## config.mk

```make
export PLATFORM = sky130hd
export DESIGN_NAME = timed_mux_seven_segment_driver
export DESIGN_NICKNAME = d
export VERILOG_FILES = /design/src/sv/tmssd_pkg.sv /design/src/sv/timed_mux_seven_segment_driver.sv /design/src/sv/tmssd_digit_split.sv /design/src/sv/tmssd_core.sv
export SDC_FILE = /design/constraint.sdc
export NUM_CORES = 1
export LEC_CHECK = 0
export BUFFER_PORTS_ARGS = -buffer_cell sky130_fd_sc_hd__buf_2
export CAP_MARGIN = 20
export CORE_UTILIZATION = 40
export CTS_CLUSTER_DIAMETER = 80
export CTS_CLUSTER_SIZE = 16
export DETAILED_ROUTE_END_ITERATION = 16
export GPL_ROUTABILITY_DRIVEN = 0
export PLACE_DENSITY_LB_ADDON = 0.25
export SLEW_MARGIN = 30
export SYNTH_ARGS = -nofsm -noshare
export SYNTH_HDL_FRONTEND = slang
export SYNTH_HIERARCHICAL = 1
export SYNTH_SLANG_ARGS = --single-unit
```

## constraint.sdc

```tcl
create_clock -name clk -period 11 [get_ports clk]
set_clock_uncertainty 0.1 [all_clocks]
set_input_delay 1.65 -clock clk [delete_from_list [all_inputs] [get_ports clk]]
set_output_delay 1.65 -clock clk [all_outputs]
set_load 0.01 [all_outputs]
```

## src/sv/tmssd_pkg.sv

```systemverilog
`timescale 1ns / 1ps
// Shared types, constants and the segment table for the multiplexed
// seven-segment driver. No dependencies.
package tmssd_pkg;

	// Operation codes carried in the op field of an input item.
	localparam logic [1:0] OP_SHOW   = 2'd0;
	localparam logic [1:0] OP_UPDATE = 2'd1;
	localparam logic [1:0] OP_OFF    = 2'd2;

	localparam int DIGIT_COUNT_DEF = 3;
	localparam int SHOWN_DIGITS    = 3;
	localparam int CFG_W           = 8;

	localparam logic [CFG_W-1:0] INTERVAL_RESET = 8'd2;
	localparam logic [9:0]       MAX_SHOWN      = 10'd999;

	typedef logic [SHOWN_DIGITS-1:0][3:0] digit_vec_t;
	typedef logic [SHOWN_DIGITS-1:0]      blank_vec_t;

	typedef struct packed {
		logic [1:0]  op;
		logic [15:0] number;
		logic [31:0] now_ms;
		logic [15:0] duration_ms;
	} item_t;

	typedef struct packed {
		logic [6:0] segment_drive;
		logic [2:0] digit_enable;
		logic       display_on;
	} result_t;

	// Common-cathode patterns, bit 6 is segment A down to bit 0 for G.
	function automatic logic [6:0] seg_pattern(input logic [3:0] digit);
		logic [6:0] pat;
		case (digit)
			4'd0: pat = 7'b1111110;
			4'd1: pat = 7'b0110000;
			4'd2: pat = 7'b1101101;
			4'd3: pat = 7'b1111001;
			4'd4: pat = 7'b0110011;
			4'd5: pat = 7'b1011011;
			4'd6: pat = 7'b1011111;
			4'd7: pat = 7'b1110000;
			4'd8: pat = 7'b1111111;
			4'd9: pat = 7'b1111011;
			default: pat = 7'b0000000;
		endcase
		return pat;
	endfunction

endpackage

```

## src/sv/timed_mux_seven_segment_driver.sv

```systemverilog
`timescale 1ns / 1ps
// Top level of the timed, multiplexed three-digit seven-segment driver.
// Depends on tmssd_pkg and tmssd_core.
//
// Usage
// The input channel (in_valid / in_ready) carries one item per handshake:
// op selects show, time update or off; number, now_ms and duration_ms are
// the payload. Every accepted item produces exactly one result item on the
// output channel (out_valid / out_ready): the segment lines, the one-hot
// digit enable and display_on, all as they stand after the item has taken
// effect.
// An item is first captured in the input register; when it moves on, the
// display state is updated and the result is loaded into the output
// register. One item is accepted every cycle while the receiver
// keeps taking results; the whole update for an item is a single pass of
// logic, a constant-reciprocal decimal split and a 32-bit wrapping compare.
// When the receiver stalls, the output register holds its result and the
// input register can still take one more item; after that in_ready drops
// until the result is taken. No item is lost or repeated.
// The multiplex interval is written through cfg_wr_en / cfg_wr_data and
// should only change while no item is in flight.
// Reset clears both registers' valid flags, blanks all digits, turns the
// display off and sets the interval to 2 ms.
module timed_mux_seven_segment_driver #(
	parameter int DIGIT_COUNT = tmssd_pkg::DIGIT_COUNT_DEF
) (
	input  logic                        clk,
	input  logic                        arst_n,
	input  logic                        in_valid,
	output logic                        in_ready,
	input  logic [1:0]                  op,
	input  logic [15:0]                 number,
	input  logic [31:0]                 now_ms,
	input  logic [15:0]                 duration_ms,
	output logic                        out_valid,
	input  logic                        out_ready,
	output logic [6:0]                  segment_drive,
	output logic [2:0]                  digit_enable,
	output logic                        display_on,
	input  logic                        cfg_wr_en,
	input  logic [tmssd_pkg::CFG_W-1:0] cfg_wr_data
);

	tmssd_pkg::item_t   item_s1;
	logic               valid_s1;
	tmssd_pkg::result_t result_d, result_q;
	logic               out_valid_q;
	logic               slot_free, fire_s1;

	// The output register is free when empty or being emptied this cycle.
	assign slot_free = !out_valid_q || out_ready;
	assign fire_s1   = valid_s1 && slot_free;
	assign in_ready  = !valid_s1 || slot_free;

	always_ff @(posedge clk or negedge arst_n) begin
		if (!arst_n) begin
			valid_s1 <= 1'b0;
		end else if (in_valid && in_ready) begin
			valid_s1 <= 1'b1;
		end else if (fire_s1) begin
			valid_s1 <= 1'b0;
		end
	end

	always_ff @(posedge clk) begin
		if (in_valid && in_ready) begin
			item_s1.op          <= op;
			item_s1.number      <= number;
			item_s1.now_ms      <= now_ms;
			item_s1.duration_ms <= duration_ms;
		end
	end

	tmssd_core #(
		.DIGIT_COUNT (DIGIT_COUNT)
	) u_core (
		.clk         (clk),
		.arst_n      (arst_n),
		.fire        (fire_s1),
		.item        (item_s1),
		.cfg_wr_en   (cfg_wr_en),
		.cfg_wr_data (cfg_wr_data),
		.result      (result_d)
	);

	always_ff @(posedge clk or negedge arst_n) begin
		if (!arst_n) begin
			out_valid_q <= 1'b0;
		end else if (fire_s1) begin
			out_valid_q <= 1'b1;
		end else if (out_ready) begin
			out_valid_q <= 1'b0;
		end
	end

	always_ff @(posedge clk) begin
		if (fire_s1) begin
			result_q <= result_d;
		end
	end

	assign out_valid     = out_valid_q;
	assign segment_drive = result_q.segment_drive;
	assign digit_enable  = result_q.digit_enable;
	assign display_on    = result_q.display_on;

endmodule

```

## src/sv/tmssd_digit_split.sv

```systemverilog
`timescale 1ns / 1ps
// Saturating binary to three-digit decimal split with leading-zero blanking.
// Depends on tmssd_pkg.
module tmssd_digit_split (
	input  logic [15:0]                number,
	output tmssd_pkg::digit_vec_t      digits,
	output tmssd_pkg::blank_vec_t      blanks
);

	logic [9:0]  value;
	logic [15:0] prod_h;
	logic [3:0]  hund;
	logic [9:0]  rem_w;
	logic [6:0]  rem;
	logic [14:0] prod_t;
	logic [3:0]  tens;
	logic [6:0]  ones_w;

	// Divisions by 100 and 10 use reciprocal multiplies; exact for values up to 999.
	always_comb begin
		value  = (number > 16'(tmssd_pkg::MAX_SHOWN)) ? tmssd_pkg::MAX_SHOWN : number[9:0];
		prod_h = 16'(value) * 16'd41;
		hund   = prod_h[15:12];
		rem_w  = value - 10'(hund) * 10'd100;
		rem    = rem_w[6:0];
		prod_t = 15'(rem) * 15'd205;
		tens   = prod_t[14:11];
		ones_w = rem - 7'(tens) * 7'd10;

		digits    = '0;
		digits[0] = hund;
		digits[1] = tens;
		digits[2] = ones_w[3:0];
		blanks    = '0;
		blanks[0] = (value < 10'd100);
		blanks[1] = (value < 10'd10);
		blanks[2] = 1'b0;
	end

endmodule

```

## src/sv/tmssd_core.sv

```systemverilog
`timescale 1ns / 1ps
// Display state, interval register and per-item next-state logic.
// Depends on tmssd_pkg and tmssd_digit_split.
module tmssd_core #(
	parameter int DIGIT_COUNT = tmssd_pkg::DIGIT_COUNT_DEF
) (
	input  logic                           clk,
	input  logic                           arst_n,
	input  logic                           fire,
	input  tmssd_pkg::item_t               item,
	input  logic                           cfg_wr_en,
	input  logic [tmssd_pkg::CFG_W-1:0]    cfg_wr_data,
	output tmssd_pkg::result_t             result
);

	localparam int POS_W = (DIGIT_COUNT > 1) ? $clog2(DIGIT_COUNT) : 1;

	tmssd_pkg::digit_vec_t digit_q, digit_d, split_digits;
	tmssd_pkg::blank_vec_t blank_q, blank_d, split_blanks;
	logic [POS_W-1:0]      pos_q, pos_d, pos_adv;
	logic [31:0]           deadline_q, deadline_d;
	logic [31:0]           last_q, last_d;
	logic [6:0]            seg_q, seg_d, seg_adv;
	logic [2:0]            en_q, en_d, en_adv;
	logic [tmssd_pkg::CFG_W-1:0] interval_q;

	logic [31:0] diff_cur, diff_nx, elapsed;
	logic        ahead_cur, hold;
	logic [3:0]  pos_ext;

	tmssd_digit_split u_split (
		.number (item.number),
		.digits (split_digits),
		.blanks (split_blanks)
	);

	always_comb begin
		diff_cur  = deadline_q - item.now_ms;
		ahead_cur = (deadline_q != '0) && (diff_cur != '0) && !diff_cur[31];
		elapsed   = item.now_ms - last_q;
		hold      = (last_q != '0) && (elapsed < 32'(interval_q));

		pos_adv = (pos_q == POS_W'(DIGIT_COUNT - 1)) ? '0 : pos_q + 1'b1;
		pos_ext = 4'(pos_adv);

		// Positions past the third are always dark.
		case (pos_ext)
			4'd0: begin
				seg_adv = blank_q[0] ? 7'd0 : tmssd_pkg::seg_pattern(digit_q[0]);
				en_adv  = blank_q[0] ? 3'b000 : 3'b001;
			end
			4'd1: begin
				seg_adv = blank_q[1] ? 7'd0 : tmssd_pkg::seg_pattern(digit_q[1]);
				en_adv  = blank_q[1] ? 3'b000 : 3'b010;
			end
			4'd2: begin
				seg_adv = blank_q[2] ? 7'd0 : tmssd_pkg::seg_pattern(digit_q[2]);
				en_adv  = blank_q[2] ? 3'b000 : 3'b100;
			end
			default: begin
				seg_adv = 7'd0;
				en_adv  = 3'b000;
			end
		endcase

		digit_d    = digit_q;
		blank_d    = blank_q;
		pos_d      = pos_q;
		deadline_d = deadline_q;
		last_d     = last_q;
		seg_d      = seg_q;
		en_d       = en_q;

		case (item.op)
			tmssd_pkg::OP_SHOW: begin
				digit_d    = split_digits;
				blank_d    = split_blanks;
				deadline_d = item.now_ms + 32'(item.duration_ms);
				last_d     = '0;
			end
			tmssd_pkg::OP_UPDATE: begin
				if (!ahead_cur) begin
					deadline_d = '0;
					seg_d      = '0;
					en_d       = '0;
				end else if (!hold) begin
					last_d = item.now_ms;
					pos_d  = pos_adv;
					seg_d  = seg_adv;
					en_d   = en_adv;
				end
			end
			tmssd_pkg::OP_OFF: begin
				deadline_d = '0;
				seg_d      = '0;
				en_d       = '0;
			end
			default: begin
				digit_d = digit_q;
			end
		endcase

		diff_nx              = deadline_d - item.now_ms;
		result.segment_drive = seg_d;
		result.digit_enable  = en_d;
		result.display_on    = (deadline_d != '0) && (diff_nx != '0) && !diff_nx[31];
	end

	always_ff @(posedge clk or negedge arst_n) begin
		if (!arst_n) begin
			digit_q    <= '0;
			blank_q    <= '1;
			pos_q      <= '0;
			deadline_q <= '0;
			last_q     <= '0;
			seg_q      <= '0;
			en_q       <= '0;
		end else if (fire) begin
			digit_q    <= digit_d;
			blank_q    <= blank_d;
			pos_q      <= pos_d;
			deadline_q <= deadline_d;
			last_q     <= last_d;
			seg_q      <= seg_d;
			en_q       <= en_d;
		end
	end

	always_ff @(posedge clk or negedge arst_n) begin
		if (!arst_n) begin
			interval_q <= tmssd_pkg::INTERVAL_RESET;
		end else if (cfg_wr_en) begin
			interval_q <= cfg_wr_data;
		end
	end

endmodule

```

# [Word-level counts from Yosys, hierarchy flattened]
# Memory sizes are Yosys's and may differ from the RTL's.
# Index checks and enable logic that the tools add are counted.
[totals] reg_bits=178 latch_bits=0 mem_bits_rw=0 rom_bits=336 inputBits=79 output_inout_bits=13 word_cells=96 n_memories=3
[mem_list] memory="(no name shown)" words=16 width=7 read_ports=1 rd_ports_with_merged_regs=0 write_ports=0 line_no="tmssd_pkg.sv:37" text="case (digit)"
[mem_list] memory="(no name shown)" words=16 width=7 read_ports=1 rd_ports_with_merged_regs=0 write_ports=0 line_no="tmssd_pkg.sv:37"
[mem_list] memory="(no name shown)" words=16 width=7 read_ports=1 rd_ports_with_merged_regs=0 write_ports=0 line_no="tmssd_pkg.sv:37"
[op_classes] n_addsub=7 mul=4 div_mod_pow=0 order_cmp=4 eq_ne=7 n_shift=0 mux=25 n_bitwise=1 n_reduce_logical=26
[op_table] operator="32-bit nonzero test" n=5
[op_table] operator="32-bit two-way mux" n=3
[op_table] operator="32-bit case mux with 3 select lines" n=1
[op_table] operator="32-bit subtractor" n=3
[op_table] operator="32-bit case mux with 2 select lines" n=1
[op_table] operator="7-bit two-way mux" n=5
[op_table] operator="32-bit by 16-bit adder with 32-bit output" n=1
[op_table] operator="32-bit by 8-bit < comparator with 1-bit output" n=1
[op_table] operator="7-bit case mux with 3 select lines" n=1
[op_table] operator="16-bit by 10-bit > comparator with 1-bit output, second input constant" n=1
[op_table] operator="10-bit by 6-bit multiplier with 16-bit output, second input constant" n=1
[op_table] operator="7-bit by 8-bit multiplier with 15-bit output, second input constant" n=1
[op_table] operator="7-bit case mux with 2 select lines" n=1
[op_table] operator="10-bit by 4-bit < comparator with 1-bit output, second input constant" n=1
[op_table] operator="10-bit by 7-bit < comparator with 1-bit output, second input constant" n=1
[op_table] operator="10-bit two-way mux" n=1
[op_table] operator="3-bit two-way mux" n=3
[op_table] operator="3-bit case mux with 3 select lines" n=1
[op_table] operator="4-bit AND reduction" n=2
[op_table] operator="1-bit logical AND" n=7
[op_table] operator="7-bit subtractor" n=1
[op_table] operator="2-bit equality test, second input constant" n=3
[op_table] operator="3-bit case mux with 2 select lines" n=1
[op_table] operator="2-bit nonzero test" n=3
[op_table] operator="other kinds (14)" n=25

# [Depth between registers and ports, before layout]
# Gate-level depths: netlist of run 1.
[logic_depth] word_depth=10 mapped_depth=45 mapped_depth_nobuf=44

# [Hierarchy]
# The synthesis of run 1 kept the hierarchy.
[modules_own_cells] module="tmssd_core" n_inst=1 cells_per_inst=1639 area_each_um2=12604.6 seq_area_each_um2=2482.4
[modules_own_cells] module="timed_mux_seven_segment_driver" n_inst=1 cells_per_inst=85 area_each_um2=2416.1 seq_area_each_um2=2362.3
[modules_own_cells] module="tmssd_digit_split" n_inst=1 cells_per_inst=280 area_each_um2=2278.4 seq_area_each_um2=0.0

# [Worst setup path after synthesis of run 1]
# Ideal clock, no wire load.
[synth_path] kind="flip-flop to flip-flop" startpoint="register item_s1[58] (netlist name)" endpoint="register u_core/digit_q[11] (netlist name)" setup_time_ps=125 arrival_ps=8980 required_time_ps=10775 setup_slack_ps=1795 stages_incl_launch_ff=43 path_buffers=1 period_less_slack_ps=9205 cell_sequence="edfxtp_1 nor4_4 nand2_2 clkbuf_1 or2_2 nor2_1 inv_1 ha_1 inv_1 fa_1 inv_1 ha_1 ha_1 and4_1 nand2_1 or4_4 and2_1 o21ai_0 (+7 left out) xnor2_1 ha_1 ha_1 fa_1 inv_1 fa_1 inv_1 ha_1 nand3b_1 o211ai_1 nand2_1 xnor2_1 ha_1 fa_1 xor2_1 xnor2_1 xnor2_1 mux2_2"
[synth_lines] item="end signal: assignment" line_no="tmssd_core.sv:119" text="digit_q <= digit_d;"
[synth_lines] item="end: declaration" line_no="tmssd_core.sv:18" text="tmssd_pkg::digit_vec_t digit_q, digit_d, split_digits;"

==> results of run 1 <==
## report_power, final
group          internal (uW)  switching, uW
logic                    927           1280
clock network            381            287
registers                834            167
## critical path, delay by kind of cell, from the launching register on
| kind | cells | cell delay, ns |
|---|---|---|
| simple gates | 8 | 2.19 |
| flops | 1 | 0.42 |
| buf+inv | 6 | 0.46 |
| fa+ha+maj | 12 | 3.87 |
| xor+xnor | 6 | 0.95 |
| compound gates | 8 | 1.64 |
| mux | 1 | 0.26 |
## sequential cells by signal (all words and copies together) (netlist names)
signal	flops
item_s1	66
u_core/deadline_q	32
u_core/last_q	32
u_core/digit_q	12
u_core/interval_q	8
segment_drive	7
u_core/seg_q	7
digit_enable	3
u_core/blank_q	3
u_core/en_q	3
u_core/pos_q	2
display_on	1
out_valid	1
valid_s1	1
## worst paths after layout
check,to,slack (ns),startpoint
min in group asynchronous,u_core/deadline_q[25],1.12,arst_n
setup / recovery,u_core/digit_q[11],0.98,item_s1[58]
hold / removal,u_core/en_q[1],0.40,u_core/en_q[1]
hold reg to reg,u_core/en_q[1],0.40,u_core/en_q[1]
setup reg to reg,u_core/digit_q[11],0.98,item_s1[58]
max in group asynchronous,u_core/pos_q[0],8.52,arst_n
## area by class of cell
class                           count  area, sq um
Antenna cell                        1         2.50
Clock buffer                       20          468
Clock inverter                     12          163
Fill cell                        4128        23400
Inverter                          187          702
Multi-Input combinational cell   1565        11400
Sequential cell                   178         4840
Tap cell                          577          722
Timing Repair Buffer               99          531
## routing by layer
metal  vias to the layer above  GRT usage  wire length, microns
li1                       7481          -                     -
met1                      7404      0.300                 22200
met2                       533      0.393                 24500
met3                        80     0.0386                  2740
met4                         0     0.0790                  1420
met5                         -          0                     0
## cells by family (layout without fill, tap and decap cells)
logic type | count (synthesis) | count (layout) | synth area share
AOI/OAI and AO/OA | 571 | 571 | 0.225
and+or+nand+nor | 618 | 618 | 0.180
DFF | 178 | 178 | 0.280
other | 1 | 2 | 0.000217
buffers and inverters | 261 | 318 | 0.0589
adders and majority gates | 223 | 223 | 0.169
xor gates and xnor gates | 88 | 88 | 0.0472
muxes | 64 | 64 | 0.0401
## synth_stat cells (all sizes together) (6+ instances only)
cell / instances
o211ai: 46
o31a: 7
nor4: 32
o21bai: 17
a211o: 6
clkbuf: 55
a211oi: 25
fa: 17
o31ai: 16
a31oi: 14
a21o: 50
nand4: 35
nor2: 133
nand2: 166
nand3b: 6
nor3: 40
o311ai: 6
mux2: 42
and2: 12
a22o: 29
o21a: 22
mux2i: 22
a21boi: 9
a21oi: 122
o21ai: 111
o22ai: 13
xnor2: 58
ha: 206
nand3: 70
inv: 187
buf: 19
edfxtp: 77
a2111oi: 10
or4: 6
nor3b: 7
o221ai: 9
nand2b: 29
xor2: 28
dfrtp: 97
and4: 11
or2: 11
or3: 22
and3: 14
nor2b: 16
## metrics by stage
| step | total power (uW) | utilization | hold slack, ns |
|---|---|---|---|
| after floorplan | 2620 | - | 0.366 |
| after global placement | 3100 | 0.431 | 0.383 |
| after detailed placement | 3170 | 0.431 | 0.382 |
| after CTS | 3860 | 0.446 | 0.406 |
| after global routing | 4190 | 0.446 | 0.424 |
| final | 3870 | 0.446 | 0.404 |
==> summary.txt, run 1 <==
Register area share after synthesis: 0.280
Clock buffer count from CTS: 17
Slew @ Worst Pin: 0.889 ns
PortBufs: 91
I/O pin count: 92
Warnings, synthesis: 6
Tmin final: 10.02 ns
Die H: 210 microns
Drt pass-1 iters: 5
Crit path top cell by count: ha_1
Tot GR Track Use: 0.233
RSZ-0062 raised after global routing: no
Synth Cell Area: 17300 sq um
Most frequent cells in the layout: ha_1, inv_1, nand2_1, nor2_1, a21oi_1
Synth top area share: 0.149
Clk_lat worst skew: 0.46 ns
Period utilisation layout: 0.911
Hold-fix buffers, CTS: 0
Most used flip-flop cell after synthesis: dfrtp_1
Worst R2R Path Depth: 41
WP data arrival: 10.26 ns
Hold Path Cell Cnt: 1
Post-synth cell types: 97
Non-filler instance count after layout: 2639
Slowest-stage cell, CP: or4_4
Max-slew headroom: 0.403
Outcome: finished, final reports clean
Async S/R FF share, synth: 0.567
Dpl hpwl: 39900 microns
Final-report setup violation count: 0
Req. time, crit path: 11.24 ns
CTS Buffer Depth: 2
Sink Count: 178
Final slew viol count: 0
Initial antenna violation count: 1
Largest net degree at the start of global routing: 67
Dpl cells: 2605
Remaining antenna violation count: 0
Die width: 210 microns
Gr ovfl total: 0
Syn avg cell area: 8.63 sq um
Leak: 0.00858 uW
Synthesized net count: 2306
Vias per cell: 5.87
Drt drc: 0
Global-route wire length before repair: 80600 microns
VDD IR-drop max: 0.000226 V
Die ar.: 44100 sq um
PwrDens: 205 nW/um^2
Setup TNS Final: 0 ns
Most common cell after layout, fill and taps aside: ha_1
Yosys reg bits: 178
Crit path capture type: flop
Max cap viols: 0
Gate Count Post-Synth: 2004
Layout cells sized above 1: 0.101
CP Max Fanout: 13
CTS clock-pin slew for the worst setup and hold paths: 0.07 ns
Crit-path max cell delay: 0.50 ns
Post_cts resized: 0
Wirelength per Cell: 19.3 microns
Final Cell Area: 18900 sq um
Post-CTS setup repair buffer count: 0
Final Hold Viols: 0
Final wirelength: 50900 microns
Synth area leaders: ha_1, dfrtp_1, edfxtp_1
HP Class: flop to flop
TritonCTS clock tree: yes
Root buf cell: clkbuf_16
Number of synthesized flops with an enable pin: 77
Dpl cell area: 18200 sq um
Final #Nets: 2350
Total number of vias: 15498
Initial DRC count: 1285
CP startpoint kind: flop
Dpl ws: 1.01 ns
Fmax: 99.8 MHz
CORE AREA: 42300 sq um
H-tree depth: 4
Syn-to-layout area delta: 9.15%
Starting Density: 0.409
Vias in the first global route: 14759
Num rows: 75
Setup slack after layout: 0.981 ns
CP Class: flop to flop
Area leader, netlist: ha_1
Note: power is estimated with default switching activity, not from simulation.
==> inputs of run 2 (changes only) <==
- ABC_AREA: default -> 1
- clock period: 11 -> 9.65 ns (I/O delays scaled with it)
==> run 2 against run 1 <==
Net effect:
- register-to-register slack improved by 0.096 ns
- sequential cell count unchanged
- clock power increased by 12%
- routed wire length increased by 3.6%
- die area increased by 3.2%
- sequential power increased by 7%
- via count increased by 11%
- final cell count increased by 24%
- core utilization decreased by 0.26 points
==> summary.txt, run 2 <==
Outcome: finished, final reports clean (unchanged)
Vias per cell: 5.27 (was 5.87)
CTS Buffer Depth: 2 (unchanged)
Post-synth cell types: 62 (was 97)
H-tree depth: 4 (unchanged)
Initial DRC count: 1589 (was 1285)
Critical path origin: item_s1[51] (was item_s1[58])
Gr ovfl total: 0 (unchanged)
Crit-path max cell delay: 0.50 ns (about the same)
Setup slack, reg-to-reg: 1.08 ns (was 0.98 ns)
Warnings, synthesis: 6 (unchanged)
Period utilisation layout: 0.888 (was 0.911)
Met3 WL: 2990 microns (was 2740 microns)
Area leader, netlist: ha_1 (unchanged)
Vias in the first global route: 16450 (was 14759)
CTS clock-pin slew for the worst setup and hold paths: 0.08 ns (was 0.07 ns)
Max FFs per register: 66 (unchanged)
Global-route wire length before repair: 84200 microns (was 80600 microns)
Commonest cells post-synth: nand2_1, inv_1, nor2_1, ha_1, a21oi_1 (was ha_1, inv_1, nand2_1, nor2_1, a21oi_1)
CORE AREA: 44100 sq um (was 42300 sq um)
Final-report setup violation count: 0 (unchanged)
Final wirelength: 52700 microns (was 50900 microns)
Drt pass-1 iters: 5 (unchanged)
Syn avg cell area: 6.90 sq um (was 8.63 sq um)
Most flop-heavy register: item_s1 (unchanged)
Non-filler instance count after layout: 3275 (was 2639)
Top Layer Used: met4 (unchanged)
Num rows: 77 (was 75)
CP Class: flop to flop (unchanged)
Root buf cell: clkbuf_16 (unchanged)
PortBufs: 91 (unchanged)
Synth Cell Area: 17800 sq um (was 17300 sq um)
Fmax: 117 MHz (was 99.8 MHz)
Initial antenna violation count: 1 (unchanged)
Reg-to-Reg End: u_core/digit_q[11] (unchanged)
Post-CTS setup repair buffer count: 0 (unchanged)
Dpl ws: 1.13 ns (was 1.01 ns)
Dpl hpwl: 43000 microns (was 39900 microns)
Sink Count: 178 (unchanged)
Syn-to-layout area delta: 9.65% (was 9.15%)
PwrDens: 218 nW/um^2 (was 205 nW/um^2)
Most frequent cells in the layout: nand2_1, inv_1, nor2_1, ha_1, a21oi_1 (was ha_1, inv_1, nand2_1, nor2_1, a21oi_1)
Worst R2R Path Depth: 54 (was 41)
Wirelength per Cell: 16.1 microns (was 19.3 microns)
Clock buffer count from CTS: 17 (unchanged)
Top-count cell post-synth: nand2_1 (was ha_1)
Worst setup endpoint: u_core/digit_q[11] (unchanged)
CP Max Fanout: 9 (was 13)
Tot GR Track Use: 0.237 (was 0.233)
Register area share after synthesis: 0.271 (was 0.280)
Met1 wire length: 23100 microns (was 22200 microns)
Hold slack: 0.387 ns (was 0.404 ns)
CP startpoint kind: flop (unchanged)
HP Class: flop to flop (unchanged)
Crit path top cell by count: nand2_1 (was ha_1)
Remaining antenna violation count: 0 (unchanged)
Final slew viol count: 0 (unchanged)
Crit path capture type: flop (unchanged)
Die width: 213 microns (was 210 microns)
Clk_lat worst skew: 0.46 ns (about the same)
Synthesized net count: 2888 (was 2306)
RR Startpoint: item_s1[51] (was item_s1[58])
Gate Count Post-Synth: 2586 (was 2004)
Die ar.: 45500 sq um (was 44100 sq um)
Die H: 213 microns (was 210 microns)
Setup slack after layout: 1.08 ns (was 0.981 ns)
Yosys reg bits: 178 (unchanged)
VDD IR-drop max: 0.000292 V (was 0.000226 V)
Hold-fix buffers, CTS: 0 (unchanged)
WP data arrival: 8.80 ns (was 10.26 ns)
Final Hold Viols: 0 (unchanged)
Most common cell after layout, fill and taps aside: nand2_1 (was ha_1)
I/O pin count: 92 (unchanged)
Setup TNS Final: 0 ns (unchanged)
Starting Density: 0.405 (was 0.409)
Post_cts resized: 0 (unchanged)
Synth area leaders: ha_1, nand2_1, dfrtp_1 (was ha_1, dfrtp_1, edfxtp_1)
Slew @ Worst Pin: 0.929 ns (was 0.889 ns)
Async S/R FF share, synth: 0.567 (unchanged)
Tmin final: 8.57 ns (was 10.02 ns)
Req. time, crit path: 9.87 ns (was 11.24 ns)
Largest net degree at the start of global routing: 67 (unchanged)
Regs by FF count: item_s1: 66 flops, u_core/deadline_q: 32 flops, u_core/last_q: 32 flops (unchanged)
Leak: 0.00996 uW (was 0.00858 uW)
Dpl cells: 3242 (was 2605)
RSZ-0062 raised after global routing: no (unchanged)
Final #Nets: 2971 (was 2350)
Slowest-stage cell, CP: fa_1 (was or4_4)
Max cap viols: 0 (unchanged)
Most used flip-flop cell after synthesis: dfrtp_1 (unchanged)
TritonCTS clock tree: yes (unchanged)
Drt drc: 0 (unchanged)
Total number of vias: 17247 (was 15498)
Layout cells sized above 1: 0.0865 (was 0.101)
Max-slew headroom: 0.380 (was 0.403)
Synth top area share: 0.144 (was 0.149)
Number of synthesized flops with an enable pin: 77 (unchanged)
DR WL met2: 25200 microns (was 24500 microns)
==> run 2: cell count changes after synthesis, sizes merged, moves of 27 or more <==
cell,change
nand3,+81
nor2,+135
a21oi,+44
nand4,+34
xnor2,-40
o21ai,+34
mux2,-38
clkbuf,-34
nand2b,-29
a22o,-27
inv,+220
a21o,-49
o211ai,-39
nand2,+561
==> run 2: routing by layer <==
metal / track usage / vias up
met5: 0 / -
met2: 0.413 / 548
met3: 0.0363 / 83
met1: 0.300 / 7949
li1: - / 8667
met4: 0.0729 / 0
==> run 2: through the flow <==
stage | utilization | total power, uW | instance area [sq um]
final | 0.444 | 4270 | 19600
after global placement | 0.429 | 3450 | 18900
after global routing | 0.444 | 4690 | 19600
after floorplan | - | 2910 | 17800
after CTS | 0.443 | 4260 | 19600
after detailed placement | 0.429 | 3490 | 18900
==> run 2: how the worst min path moves through the flow <==
stage	startpoint	endpoint	slack (ns)	cells after the start
after floorplan	u_core/last_q[11]	u_core/last_q[11]	0.35	2
after global placement	u_core/last_q[12]	u_core/last_q[12]	0.37	2
after detailed placement	u_core/last_q[12]	u_core/last_q[12]	0.38	2
after CTS	u_core/last_q[12]	u_core/last_q[12]	0.39	2
after global routing	u_core/last_q[10]	u_core/last_q[10]	0.42	2
final	u_core/last_q[12]	u_core/last_q[12]	0.39	2
==> run 2: cell type report <==
class | count | area (sq um)
Multi-Input combinational cell | 1966 | 11300
Clock inverter | 13 | 168
Timing Repair Buffer | 95 | 488
Clock buffer | 19 | 454
Tap cell | 592 | 741
Inverter | 411 | 1540
Antenna cell | 1 | 2.50
Fill cell | 4630 | 24600
Sequential cell | 178 | 4840
==> run 2: cells by family after synthesis <==
| family | Yosys count | share of synthesized area |
|---|---|---|
| DFF | 178 | 0.271 |
| other | 1 | 0.000210 |
| adders and majority gates | 223 | 0.163 |
| xor gates and xnor gates | 55 | 0.0290 |
| AOI/OAI and AO/OA | 393 | 0.121 |
| muxes | 4 | 0.00252 |
| and+or+nand+nor | 1290 | 0.317 |
| buffers and inverters | 442 | 0.0953 |
==> run 2: critical path: cells and delay by family (launching register included) <==
| family | cells | cell delay [ns] |
|---|---|---|
| DFF | 1 | 0.48 |
| adders and majority gates | 12 | 4.24 |
| AOI/OAI and AO/OA | 4 | 0.42 |
| buffers and inverters | 10 | 0.78 |
| and+or+nand+nor | 28 | 2.39 |
==> run 2: report_power, final <==
group          leakage [uW]  internal (uW)  total [uW]  switching (uW)
sequential          0.00198            933        1070             140
clock              0.000296            407         748             341
combinational       0.00768            890        2450            1560
total               0.00996           2230        4270            2040
